`config.mk`:
```
export PLATFORM = sky130hd
export DESIGN_NAME = michael_mic_engine
export DESIGN_NICKNAME = d
export VERILOG_FILES = /design/src/design/mme_pkg.sv /design/src/design/mme_front.sv /design/src/design/mme_queue.sv /design/src/design/mme_back.sv /design/src/design/michael_mic_engine.sv
export SDC_FILE = /design/constraint.sdc
export NUM_CORES = 2
export LEC_CHECK = 0
export BUFFER_PORTS_ARGS = -buffer_cell sky130_fd_sc_hd__buf_2
export CELL_PAD_IN_SITES_DETAIL_PLACEMENT = 0
export CELL_PAD_IN_SITES_GLOBAL_PLACEMENT = 1
export CORE_UTILIZATION = 33
export DETAILED_ROUTE_END_ITERATION = 16
export PLACE_DENSITY_LB_ADDON = 0.1
export SYNTH_ARGS = -nofsm -noshare
export SYNTH_HDL_FRONTEND = slang
export SYNTH_SLANG_ARGS = --single-unit
```
`constraint.sdc`:
```
create_clock -name aclk -period 30 [get_ports aclk]
set_input_delay 1.5 -clock aclk [delete_from_list [all_inputs] [get_ports aclk]]
set_output_delay 1.5 -clock aclk [all_outputs]
set_load 0.1 [all_outputs]
```
`src/design/mme_pkg.sv`:
```
// Shared types, constants and the Michael block function for the MIC engine.
package mme_pkg;

    localparam logic OP_BEGIN = 1'b0;
    localparam logic OP_DATA  = 1'b1;

    localparam int PADDR_W = 4;
    localparam logic [1:0] REG_KEY_LOW  = 2'd0;
    localparam logic [1:0] REG_KEY_HIGH = 2'd1;
    localparam logic [1:0] REG_VERIFY   = 2'd2;

    localparam logic [31:0] PAD_BYTE = 32'h0000_005a;

    localparam int QUEUE_DEPTH = 4;
    localparam int QPTR_W      = $clog2(QUEUE_DEPTH);
    localparam int QCNT_W      = $clog2(QUEUE_DEPTH + 1);

    localparam int MAX_WORDS = 6;
    localparam int WIDX_W    = $clog2(MAX_WORDS);

    typedef struct packed {
        logic        operation;
        logic        to_ds;
        logic        from_ds;
        logic        is_qos_data;
        logic [3:0]  traffic_id;
        logic [47:0] addr1;
        logic [47:0] addr2;
        logic [47:0] addr3;
        logic [47:0] addr4;
        logic [63:0] peer_mic;
        logic [7:0]  data_byte;
        logic        last_byte;
    } mme_in_t;

    typedef struct packed {
        logic [63:0] mic_value;
        logic        mic_mismatch;
    } mme_out_t;

    // One job for the round engine: a list of words to run, in order.
    typedef struct packed {
        logic                         load_key;
        logic                         emit;
        logic [WIDX_W-1:0]            nwords;
        logic [63:0]                  peer;
        logic [MAX_WORDS-1:0][31:0]   words;
    } mme_cmd_t;

    // Michael block function; returns {right, left}.
    function automatic logic [63:0] michael_round(input logic [31:0] l_in,
                                                  input logic [31:0] r_in,
                                                  input logic [31:0] w);
        logic [31:0] l;
        logic [31:0] r;
        l = l_in ^ w;
        r = r_in;
        r = r ^ {l[14:0], l[31:15]};
        l = l + r;
        r = r ^ {l[23:16], l[31:24], l[7:0], l[15:8]};
        l = l + r;
        r = r ^ {l[28:0], l[31:29]};
        l = l + r;
        r = r ^ {l[1:0], l[31:2]};
        l = l + r;
        return {r, l};
    endfunction

endpackage

```
`src/design/mme_front.sv`:
```
// Front end: tracks frame state, packs bytes into words, queues round jobs.
module mme_front (
    input  logic              aclk,
    input  logic              aresetn,
    input  logic              in_accept,
    input  mme_pkg::mme_in_t  in_item,
    output logic              push,
    output mme_pkg::mme_cmd_t push_cmd
);

    logic        in_frame_reg, in_frame_next;
    logic [23:0] collect_reg, collect_next;
    logic [1:0]  phase_reg, phase_next;

    logic [47:0] da, sa;
    logic [3:0]  prio;
    logic [23:0] merged;
    logic [1:0]  phase_inc;

    always_comb begin
        case ({in_item.from_ds, in_item.to_ds})
            2'b00:   begin da = in_item.addr1; sa = in_item.addr2; end
            2'b01:   begin da = in_item.addr3; sa = in_item.addr2; end
            2'b10:   begin da = in_item.addr1; sa = in_item.addr3; end
            default: begin da = in_item.addr3; sa = in_item.addr4; end
        endcase
        prio      = in_item.is_qos_data ? in_item.traffic_id : 4'd0;
        merged    = collect_reg | ({16'd0, in_item.data_byte} << {phase_reg, 3'b000});
        phase_inc = phase_reg + 2'd1;

        in_frame_next     = in_frame_reg;
        collect_next      = collect_reg;
        phase_next        = phase_reg;
        push              = 1'b0;
        push_cmd          = '0;
        push_cmd.peer     = in_item.peer_mic;

        if (in_accept) begin
            if (in_item.operation == mme_pkg::OP_BEGIN) begin
                push              = 1'b1;
                push_cmd.load_key = 1'b1;
                push_cmd.words[0] = da[31:0];
                push_cmd.words[1] = {sa[15:0], da[47:32]};
                push_cmd.words[2] = sa[47:16];
                push_cmd.words[3] = {28'd0, prio};
                if (in_item.last_byte) begin
                    push_cmd.emit     = 1'b1;
                    push_cmd.words[4] = mme_pkg::PAD_BYTE;
                    push_cmd.nwords   = 3'd6;
                end else begin
                    push_cmd.nwords   = 3'd4;
                end
                in_frame_next = !in_item.last_byte;
                collect_next  = '0;
                phase_next    = '0;
            end else if (in_frame_reg) begin
                if (phase_reg == 2'd3) begin
                    // word complete: run it, then padding if this ends the frame
                    push              = 1'b1;
                    push_cmd.words[0] = {in_item.data_byte, collect_reg};
                    if (in_item.last_byte) begin
                        push_cmd.emit     = 1'b1;
                        push_cmd.words[1] = mme_pkg::PAD_BYTE;
                        push_cmd.nwords   = 3'd3;
                    end else begin
                        push_cmd.nwords   = 3'd1;
                    end
                    collect_next = '0;
                    phase_next   = '0;
                end else if (in_item.last_byte) begin
                    push              = 1'b1;
                    push_cmd.emit     = 1'b1;
                    push_cmd.words[0] = {8'd0, merged} |
                                        (mme_pkg::PAD_BYTE << {phase_inc, 3'b000});
                    push_cmd.nwords   = 3'd2;
                    collect_next      = '0;
                    phase_next        = '0;
                end else begin
                    collect_next = merged;
                    phase_next   = phase_inc;
                end
                if (in_item.last_byte) begin
                    in_frame_next = 1'b0;
                end
            end
        end
    end

    always_ff @(posedge aclk) begin
        if (!aresetn) begin
            in_frame_reg <= 1'b0;
            collect_reg  <= '0;
            phase_reg    <= '0;
        end else begin
            in_frame_reg <= in_frame_next;
            collect_reg  <= collect_next;
            phase_reg    <= phase_next;
        end
    end

endmodule

```
`src/design/mme_queue.sv`:
```
// Small register FIFO of round jobs between front end and round engine.
module mme_queue (
    input  logic              aclk,
    input  logic              aresetn,
    input  logic              push,
    input  mme_pkg::mme_cmd_t push_cmd,
    input  logic              pop,
    output mme_pkg::mme_cmd_t head,
    output logic              empty,
    output logic              full
);

    mme_pkg::mme_cmd_t                    slot_reg [mme_pkg::QUEUE_DEPTH];
    logic [mme_pkg::QPTR_W-1:0]           wr_ptr_reg, rd_ptr_reg;
    logic [mme_pkg::QCNT_W-1:0]           count_reg;

    assign empty = (count_reg == '0);
    assign full  = (count_reg == mme_pkg::QCNT_W'(mme_pkg::QUEUE_DEPTH));
    assign head  = slot_reg[rd_ptr_reg];

    always_ff @(posedge aclk) begin
        if (push) begin
            slot_reg[wr_ptr_reg] <= push_cmd;
        end
    end

    always_ff @(posedge aclk) begin
        if (!aresetn) begin
            wr_ptr_reg <= '0;
            rd_ptr_reg <= '0;
            count_reg  <= '0;
        end else begin
            if (push) begin
                wr_ptr_reg <= wr_ptr_reg + 1'b1;
            end
            if (pop) begin
                rd_ptr_reg <= rd_ptr_reg + 1'b1;
            end
            case ({push, pop})
                2'b10:   count_reg <= count_reg + 1'b1;
                2'b01:   count_reg <= count_reg - 1'b1;
                default: count_reg <= count_reg;
            endcase
        end
    end

endmodule

```
`src/design/mme_back.sv`:
```
// Round engine (one Michael block per cycle unless the emit stage stalls it), emit stage, result register.
module mme_back (
    input  logic              aclk,
    input  logic              aresetn,
    input  logic [31:0]       key_low_word,
    input  logic [31:0]       key_high_word,
    input  logic              verify_mode,
    input  mme_pkg::mme_cmd_t head,
    input  logic              empty,
    output logic              pop,
    output logic              m_valid,
    input  logic              m_ready,
    output mme_pkg::mme_out_t m_payload
);

    logic [31:0]                left_reg, right_reg;
    logic [63:0]                peer_reg;
    logic [mme_pkg::WIDX_W-1:0] idx_reg;

    logic        stage_valid_reg;
    logic [63:0] stage_mic_reg;
    logic [63:0] stage_peer_reg;

    logic              out_valid_reg;
    mme_pkg::mme_out_t out_reg;

    logic        first;
    logic        last_round;
    logic        out_free;
    logic        stage_free;
    logic        step;
    logic [31:0] l_in, r_in;
    logic [63:0] round_out;
    logic [63:0] peer_cur;

    always_comb begin
        first      = (idx_reg == '0) && head.load_key;
        l_in       = first ? key_low_word  : left_reg;
        r_in       = first ? key_high_word : right_reg;
        peer_cur   = first ? head.peer     : peer_reg;
        round_out  = mme_pkg::michael_round(l_in, r_in, head.words[idx_reg]);
        last_round = (idx_reg == head.nwords - 3'd1);
        out_free   = !out_valid_reg || m_ready;
        stage_free = !stage_valid_reg || out_free;
        step       = !empty && (!(last_round && head.emit) || stage_free);
        pop        = step && last_round;
    end

    always_ff @(posedge aclk) begin
        if (step) begin
            left_reg  <= round_out[31:0];
            right_reg <= round_out[63:32];
            peer_reg  <= peer_cur;
        end
        if (step && last_round && head.emit) begin
            stage_mic_reg  <= round_out;
            stage_peer_reg <= peer_cur;
        end
        if (stage_valid_reg && out_free) begin
            out_reg.mic_value    <= stage_mic_reg;
            out_reg.mic_mismatch <= verify_mode && (stage_mic_reg != stage_peer_reg);
        end
    end

    always_ff @(posedge aclk) begin
        if (!aresetn) begin
            idx_reg         <= '0;
            stage_valid_reg <= 1'b0;
            out_valid_reg   <= 1'b0;
        end else begin
            if (step) begin
                idx_reg <= last_round ? '0 : idx_reg + 1'b1;
            end
            if (step && last_round && head.emit) begin
                stage_valid_reg <= 1'b1;
            end else if (out_free) begin
                stage_valid_reg <= 1'b0;
            end
            if (stage_valid_reg && out_free) begin
                out_valid_reg <= 1'b1;
            end else if (m_ready) begin
                out_valid_reg <= 1'b0;
            end
        end
    end

    assign m_valid   = out_valid_reg;
    assign m_payload = out_reg;

endmodule

```
`src/design/michael_mic_engine.sv`:
```
// Top level of the TKIP Michael MIC engine: register port, front end, queue, round engine.
//
// Usage: program the 64-bit key (key_low_word at 0x0, key_high_word at 0x4) and
// verify_mode (0x8) over the APB port while the engine is idle. Each frame
// starts with a begin beat on s_ (operation 0) carrying DS bits, QoS/TID, the
// four addresses and, for receive checking, the peer MIC. Data beats
// (operation 1) follow with one payload byte each; last_byte marks the final
// byte (on a begin beat it means an empty payload). A data beat outside a
// frame is dropped; a begin inside a frame restarts.
// Throughput: one input beat per cycle for payload bytes while the job queue
// is not full. The round engine runs one Michael block per cycle unless an
// emitting final block waits on a busy emit stage; a begin costs four blocks,
// every fourth byte one, and the frame end two (three if it completes a word);
// short frames back to back are set by that engine. Result path: the final
// block loads the emit stage, then the result register behind m_valid. A
// four-entry job queue decouples the byte intake from the engine; s_ready drops
// when full. Stalls: when m_ready is low the result holds in the output register,
// the emit stage holds one more, and then the engine and queue back up to s_ready.
// Reset (aresetn, synchronous) clears config, frame state, queue and valid flags.
module michael_mic_engine (
    input  logic                          aclk,
    input  logic                          aresetn,

    input  logic                          s_valid,
    output logic                          s_ready,
    input  mme_pkg::mme_in_t              s_payload,

    output logic                          m_valid,
    input  logic                          m_ready,
    output mme_pkg::mme_out_t             m_payload,

    input  logic                          psel,
    input  logic                          penable,
    input  logic                          pwrite,
    input  logic [mme_pkg::PADDR_W-1:0]   paddr,
    input  logic [31:0]                   pwdata,
    output logic [31:0]                   prdata,
    output logic                          pready
);

    logic [31:0] key_low_reg;
    logic [31:0] key_high_reg;
    logic        verify_reg;

    logic              cfg_write;
    logic              in_accept;
    logic              push;
    logic              pop;
    logic              q_empty;
    logic              q_full;
    mme_pkg::mme_cmd_t push_cmd;
    mme_pkg::mme_cmd_t head;

    // register port: zero wait states
    assign pready    = 1'b1;
    assign cfg_write = psel && penable && pwrite;

    always_ff @(posedge aclk) begin
        if (!aresetn) begin
            key_low_reg  <= '0;
            key_high_reg <= '0;
            verify_reg   <= 1'b0;
        end else if (cfg_write) begin
            case (paddr[3:2])
                mme_pkg::REG_KEY_LOW:  key_low_reg  <= pwdata;
                mme_pkg::REG_KEY_HIGH: key_high_reg <= pwdata;
                mme_pkg::REG_VERIFY:   verify_reg   <= pwdata[0];
                default:               ;
            endcase
        end
    end

    always_comb begin
        case (paddr[3:2])
            mme_pkg::REG_KEY_LOW:  prdata = key_low_reg;
            mme_pkg::REG_KEY_HIGH: prdata = key_high_reg;
            mme_pkg::REG_VERIFY:   prdata = {31'd0, verify_reg};
            default:               prdata = '0;
        endcase
    end

    // intake stalls only on a full job queue
    assign s_ready   = !q_full;
    assign in_accept = s_valid && s_ready;

    mme_front u_front (
        .aclk      (aclk),
        .aresetn   (aresetn),
        .in_accept (in_accept),
        .in_item   (s_payload),
        .push      (push),
        .push_cmd  (push_cmd)
    );

    mme_queue u_queue (
        .aclk     (aclk),
        .aresetn  (aresetn),
        .push     (push),
        .push_cmd (push_cmd),
        .pop      (pop),
        .head     (head),
        .empty    (q_empty),
        .full     (q_full)
    );

    mme_back u_back (
        .aclk          (aclk),
        .aresetn       (aresetn),
        .key_low_word  (key_low_reg),
        .key_high_word (key_high_reg),
        .verify_mode   (verify_reg),
        .head          (head),
        .empty         (q_empty),
        .pop           (pop),
        .m_valid       (m_valid),
        .m_ready       (m_ready),
        .m_payload     (m_payload)
    );

endmodule
```
# Yosys cells after proc, flatten, opt, wreduce, memory -nomap -nowiden
# Memories as Yosys holds them, arrays and structs flattened. A register that Yosys moved wholly into a read port is not among the register bits.
# Cells that the tools add are included.
[word_totals]
wordCells = 135
regBits = 425
output_inout_bits = 100
input_bits = 316
mem_bits_rw = 916
rom_bits = 0
memories = 1
latch_bits = 0
[op_classes]
n_lt_le_gt_ge = 1
n_eq_ne = 11
shift = 2
div = 0
n_mux = 51
bitwise_logic = 7
n_addsub = 11
multipliers = 0
reduce_logical = 32
[mem_list]
columns = ["name", "depth", "width", "rd", "rd_clocked_by_memory_dff", "wr", "line", "text"]
rows = [
  ["u_queue.slot_reg", 4, 229, 1, 1, 1, "mme_queue.sv:13", "mme_pkg::mme_cmd_t slot_reg [mme_pkg::QUEUE_DEPTH];"],
]
[op_table]
columns = ["operator", "n"]
rows = [
  ["64-bit two-way mux", 3],
  ["160-bit two-way mux", 1],
  ["32-bit two-way mux", 5],
  ["32-bit bitwise XOR", 5],
  ["32-bit adder", 4],
  ["32-bit binary-select mux with 3-bit select", 1],
  ["24-bit two-way mux", 4],
  ["96-bit two-way mux", 1],
  ["32-bit case mux with 3 select lines", 1],
  ["48-bit case mux with 2 select lines", 1],
  ["64-bit inequality test", 1],
  ["48-bit two-way mux", 1],
  ["24-bit by 32-bit OR with 32-bit output", 1],
  ["7-bit by 5-bit left shift with 32-bit output, first input constant", 1],
  ["24-bit OR", 1],
  ["8-bit by 5-bit left shift with 24-bit output", 1],
  ["4-bit two-way mux", 5],
  ["2-bit two-way mux", 8],
  ["1-bit two-way mux", 15],
  ["7-bit two-way mux", 2],
  ["1-bit logical AND", 10],
  ["2-bit equality test, second input constant", 4],
  ["2-bit AND reduction", 4],
  ["2-bit by 1-bit adder with 2-bit output, second input constant", 3],
  ["other kinds (16)", 32],
]

# Logic depth before layout (Yosys ltp)
[depth]
ltp_word = 12
mapped_depth = 60

# Hierarchy
# A second synthesis with hierarchy kept.
[unflattened]
cells_unflattened = 4127
area_unflattened_um2 = 67161.9
[by_module_without_submodules]
columns = ["module", "area_per_inst_um2", "cells_per_inst", "seq_area_each_um2", "instances"]
rows = [
  ["mme_queue", 38097.8, 1409, 31530.2, 1],
  ["mme_back", 21484.4, 1791, 9739.3, 1],
  ["mme_front", 4615.7, 601, 540.5, 1],
  ["michael_mic_engine", 2964.1, 326, 1301.2, 1],
]

# Least setup slack after synthesis
# No wires, ideal clock.
[synth_timing]
path_type = "register to register"
start = "reg u_back.idx_reg[1] in the netlist's numbering"
end = "reg u_back.left_reg[31] (data pin)"
arrival_time_ns = 12.767
stages_incl_launch_ff = 60
n_path_buf = 6
synth_period_minus_slack_ns = 13.037
setup_slack_ns = 16.963
cell_sequence = "dfxtp_1 clkbuf_1 inv_1 clkbuf_1 clkbuf_1 ha_1 nand3b_1 buf_2 buf_2 buf_1 mux2i_1 xor2_1 ha_1 fa_1 a211oi_1 o21bai_1 o311a_1 nor4b_2 [24 not listed] o21ai_0 a31oi_1 a21o_1 a31oi_1 xnor2_1 xor2_1 ha_1 a21o_1 a21o_1 a21o_1 a211oi_1 o31ai_1 a31oi_1 o21bai_1 a41o_1 o41ai_1 o21ai_0 xor2_1"
[synth_between]
elab_chain_len = 12
elab_cells_between_ends = 15
cone_classes = "4 x add/sub; 4 x mux; 5 x bitwise; 2 x reduce/logical"
[synth_rtl]
columns = ["element", "line", "text"]
rows = [
  ["start: declaration", "mme_back.sv:18", "logic [mme_pkg::WIDX_W-1:0] idx_reg;"],
  ["start signal: assignment", "mme_back.sv:72", "idx_reg <= last_round ? '0 : idx_reg + 1'b1;"],
  ["parallel branches: the longest is 10 deep, another holds 32-bit adder", "n/a", ""],
  ["32-bit bitwise XOR (*)", "mme_pkg.sv:64", "r = r ^ {l[1:0], l[31:2]};"],
  ["net u_back.round_out[48]", "mme_back.sv:33", "logic [63:0] round_out;"],
  ["32-bit adder (*)", "mme_pkg.sv:65", "l = l + r;"],
  ["net u_back.round_out[31]", "mme_back.sv:33", ""],
  ["end signal: assignment", "mme_back.sv:51", "left_reg <= round_out[31:0];"],
  ["end: declaration", "mme_back.sv:16", "logic [31:0] left_reg, right_reg;"],
]
# Mark *: on every way through the listed nets, which the timed path passes. The select of a mux whose other input is x is not followed.
# A chain may end at the register's enable or synchronous reset.

==> flow_summary.ini <==
[detailed_routing]
wire_per_inst_um = 27.4
viasPerCell = 5.03
ant_nets = 0
vias = 30500
drtIter0Drc = 2281
wl_mm = 166
first_pass_iters = 5
drc = 0

[setup_path]
critPathSlowestCell = buf_4
worstSetupStartpointType = flip-flop
reg2reg_slack_ps = 12000
reg2reg_to = u_back.left_reg[31]
r2r_cells = 57
cp_max_fo = 39
endpoint_kind = flip-flop
critPathArrivalTime_ps = 18440
crit_buf_inv = 5
crit_type = reg2reg
critical-path-top-delay-family = compound AO/OA/AOI/OAI gates
critPathMaxStageDelay_ps = 760
cpMostUsedCell = o21ai_0
path_depth = 57
crit_required_ps = 30440

[synthesis]
yosysTopAreaCell = edfxtp_1
ys_ff_latch = 1099
synth_seq_area_share_pct = 62.7
yosys-top-cells-area = edfxtp_1 59%, mux4_2 7.3%, dfxtp_1 4.2%
yosys.area.top_type_share_pct = 58.6
synth_flop_cell = edfxtp_1
synth_edf_count = 993
yosysWarnings = 0
async_flop_share_pct = 0
mappedNetlistNets = 3948
avgSynthCellArea_um2 = 14.6
synth_area_mm2 = 0.0509
synthCells = 3492
ys_types = 69

[sta]
tightest_slew_ps = 1190
period_minus_slack_ps = 18000
setup_viol = 0
finalCritPeriodShare_pct = 60.0
timing.setup.tns_ps = 0
fmax_mhz = 55.6
hold_viol_final = 0
grt_setup_unrepaired = false
fin_skew_ps = 54.8
slew_headroom_pct = 20.1
drv_slew = 0

[clocking]
postCtsSetupRepairBufs = 0
cts-root-buf = clkbuf_16
numCtsBuffers = 120
cts_max_path_buffers = 3
cts_sinks = 1099
clk_pin_slew_ps = 60
post_cts_resize_count = 0
ctsHoldBuffers = 0
cts_htree_levels = 3
insertion_delay_ps = 770
tritoncts = yes

[cells_and_area]
syn_to_final_growth_pct = 16.4
largest_reg_flops = 672
drive_gt1_share_pct = 21.8
post-route-util_pct = 38.9
nets = 4388

[hold_path]
hp-start = u_front.collect_reg[8]
holdCritPathClass = reg2reg
whs_endpoint = u_front.collect_reg[8]
worstHoldPathCells = 2

[global_route]
grt.total_usage_pct = 21.1
grt_max_degree = 121
grt_pass1_vias = 30800
grt_first_pass_wirelength_mm = 234
antenna_found_initial = 25
grt-ovfl-total = 0

[floorplan]
die_h_um = 395
pin_count = 416
core_area_mm2 = 0.152
die_area_mm2 = 0.156
rows = 143
start_util_pct = 33.4
die_x_um = 395

[placement]
io_buffers = 412
hpwl_mm = 121
place.gp.congestion = 0.900

[run_status]
status = completed

[job]
cap_viol_max_count = 0
## metrics by stage
step / std cells / hold WS, ps / setup slack [ps] / cell area, µm²
global route: 6065 / 483 / 10530 / 59300
global placement: 5840 / 448 / 11600 / 55300
CTS: 6064 / 470 / 11720 / 59300
floorplan: 3492 / 437 / 16960 / 50900
detailed placement: 5840 / 454 / 11850 / 55300
finish: 6071 / 467 / 12000 / 59300
## placed cells by master (no fill, tap or decap), types with 17 or more instances in the layout
| master | count |
|---|---|
| edfxtp_1 | 993 |
| buf_2 | 410 |
| nor2_1 | 233 |
| nand2_1 | 232 |
| a21oi_1 | 207 |
| mux2i_1 | 202 |
| xor2_1 | 184 |
| xnor2_1 | 170 |
| mux4_2 | 165 |
| ha_1 | 135 |
| clkbuf_16 | 122 |
| dfxtp_1 | 104 |
| inv_1 | 98 |
| a21boi_0 | 71 |
| o21ai_0 | 69 |
| mux2_2 | 68 |
| a211oi_1 | 61 |
| buf_4 | 47 |
| a21o_1 | 46 |
| clkbuf_1 | 34 |
| o21a_1 | 31 |
| o22ai_1 | 27 |
| nand3_1 | 24 |
| clkinv_1 | 24 |
| nor2b_1 | 19 |
| nor3_1 | 18 |
| nand2b_1 | 17 |
## area by class of cell
type,count,area [µm²]
clock buffer,158,3210
antenna,7,17.5
multi-input combinational,2154,18000
timing repair buffer,458,2420
inverter,99,372
tap,2030,2540
clock inverter,66,723
fill,14500,93200
sequential,1099,31900
## logic make-up after synthesis
group	Yosys count	synth area share, %
XOR/XNOR	355	6.14
AND/OR/NAND/NOR	627	5.38
AO/OA/AOI/OAI	595	7.47
multiplexers	436	12.8
buffers and inverters	239	1.92
flip-flops	1099	62.7
adder cells (fa/ha/maj)	140	3.51
other	1	0.00737
## per-layer routing
layer / up-vias / track usage [%] / routed length, µm
met1: 15600 / 31.2 / 81000
met3: 168 / 2.51 / 5910
met4: 14 / 5.03 / 3310
li1: 14200 / - / -
met2: 628 / 33.0 / 75800
met5: - / 0 / 101
## cells in the mapped netlist, types with 17 or more instances
master / n
mux2_2: 68
a21o_1: 46
o22ai_1: 27
nand2_1: 233
o21ai_0: 69
nand3_1: 24
inv_1: 98
and2_1: 18
nor2_1: 233
a21boi_0: 71
nor2b_1: 20
mux4_2: 165
ha_1: 135
clkbuf_1: 91
a211oi_1: 61
mux2i_1: 202
xnor2_1: 170
dfxtp_1: 106
edfxtp_1: 993
buf_1: 20
nor3_1: 19
nand2b_1: 17
a21oi_1: 208
xor2_1: 184
o21a_1: 31
## worst max path at each step
stage                               endpoint  slack, ps         startpoint
detailed placement  u_back.stage_mic_reg[31]      11850          flip-flop
CTS                      u_back.left_reg[31]      11720          flip-flop
finish                   u_back.left_reg[31]      12000          flip-flop
global placement    u_back.stage_mic_reg[31]      11600          flip-flop
global route             u_back.left_reg[31]      10530          flip-flop
floorplan                u_back.left_reg[31]      16960  u_back.idx_reg[1]
## worst min-delay path, delay by kind of cell, from the launching register on
kind	cells	cell delay, ps
DFF	1	320
and+or+nand+nor	1	70
AOI/OAI and AO/OA	1	40
Power is not shown: default switching activity piles up to over one toggle a cycle in this logic, so the estimate is an artifact.
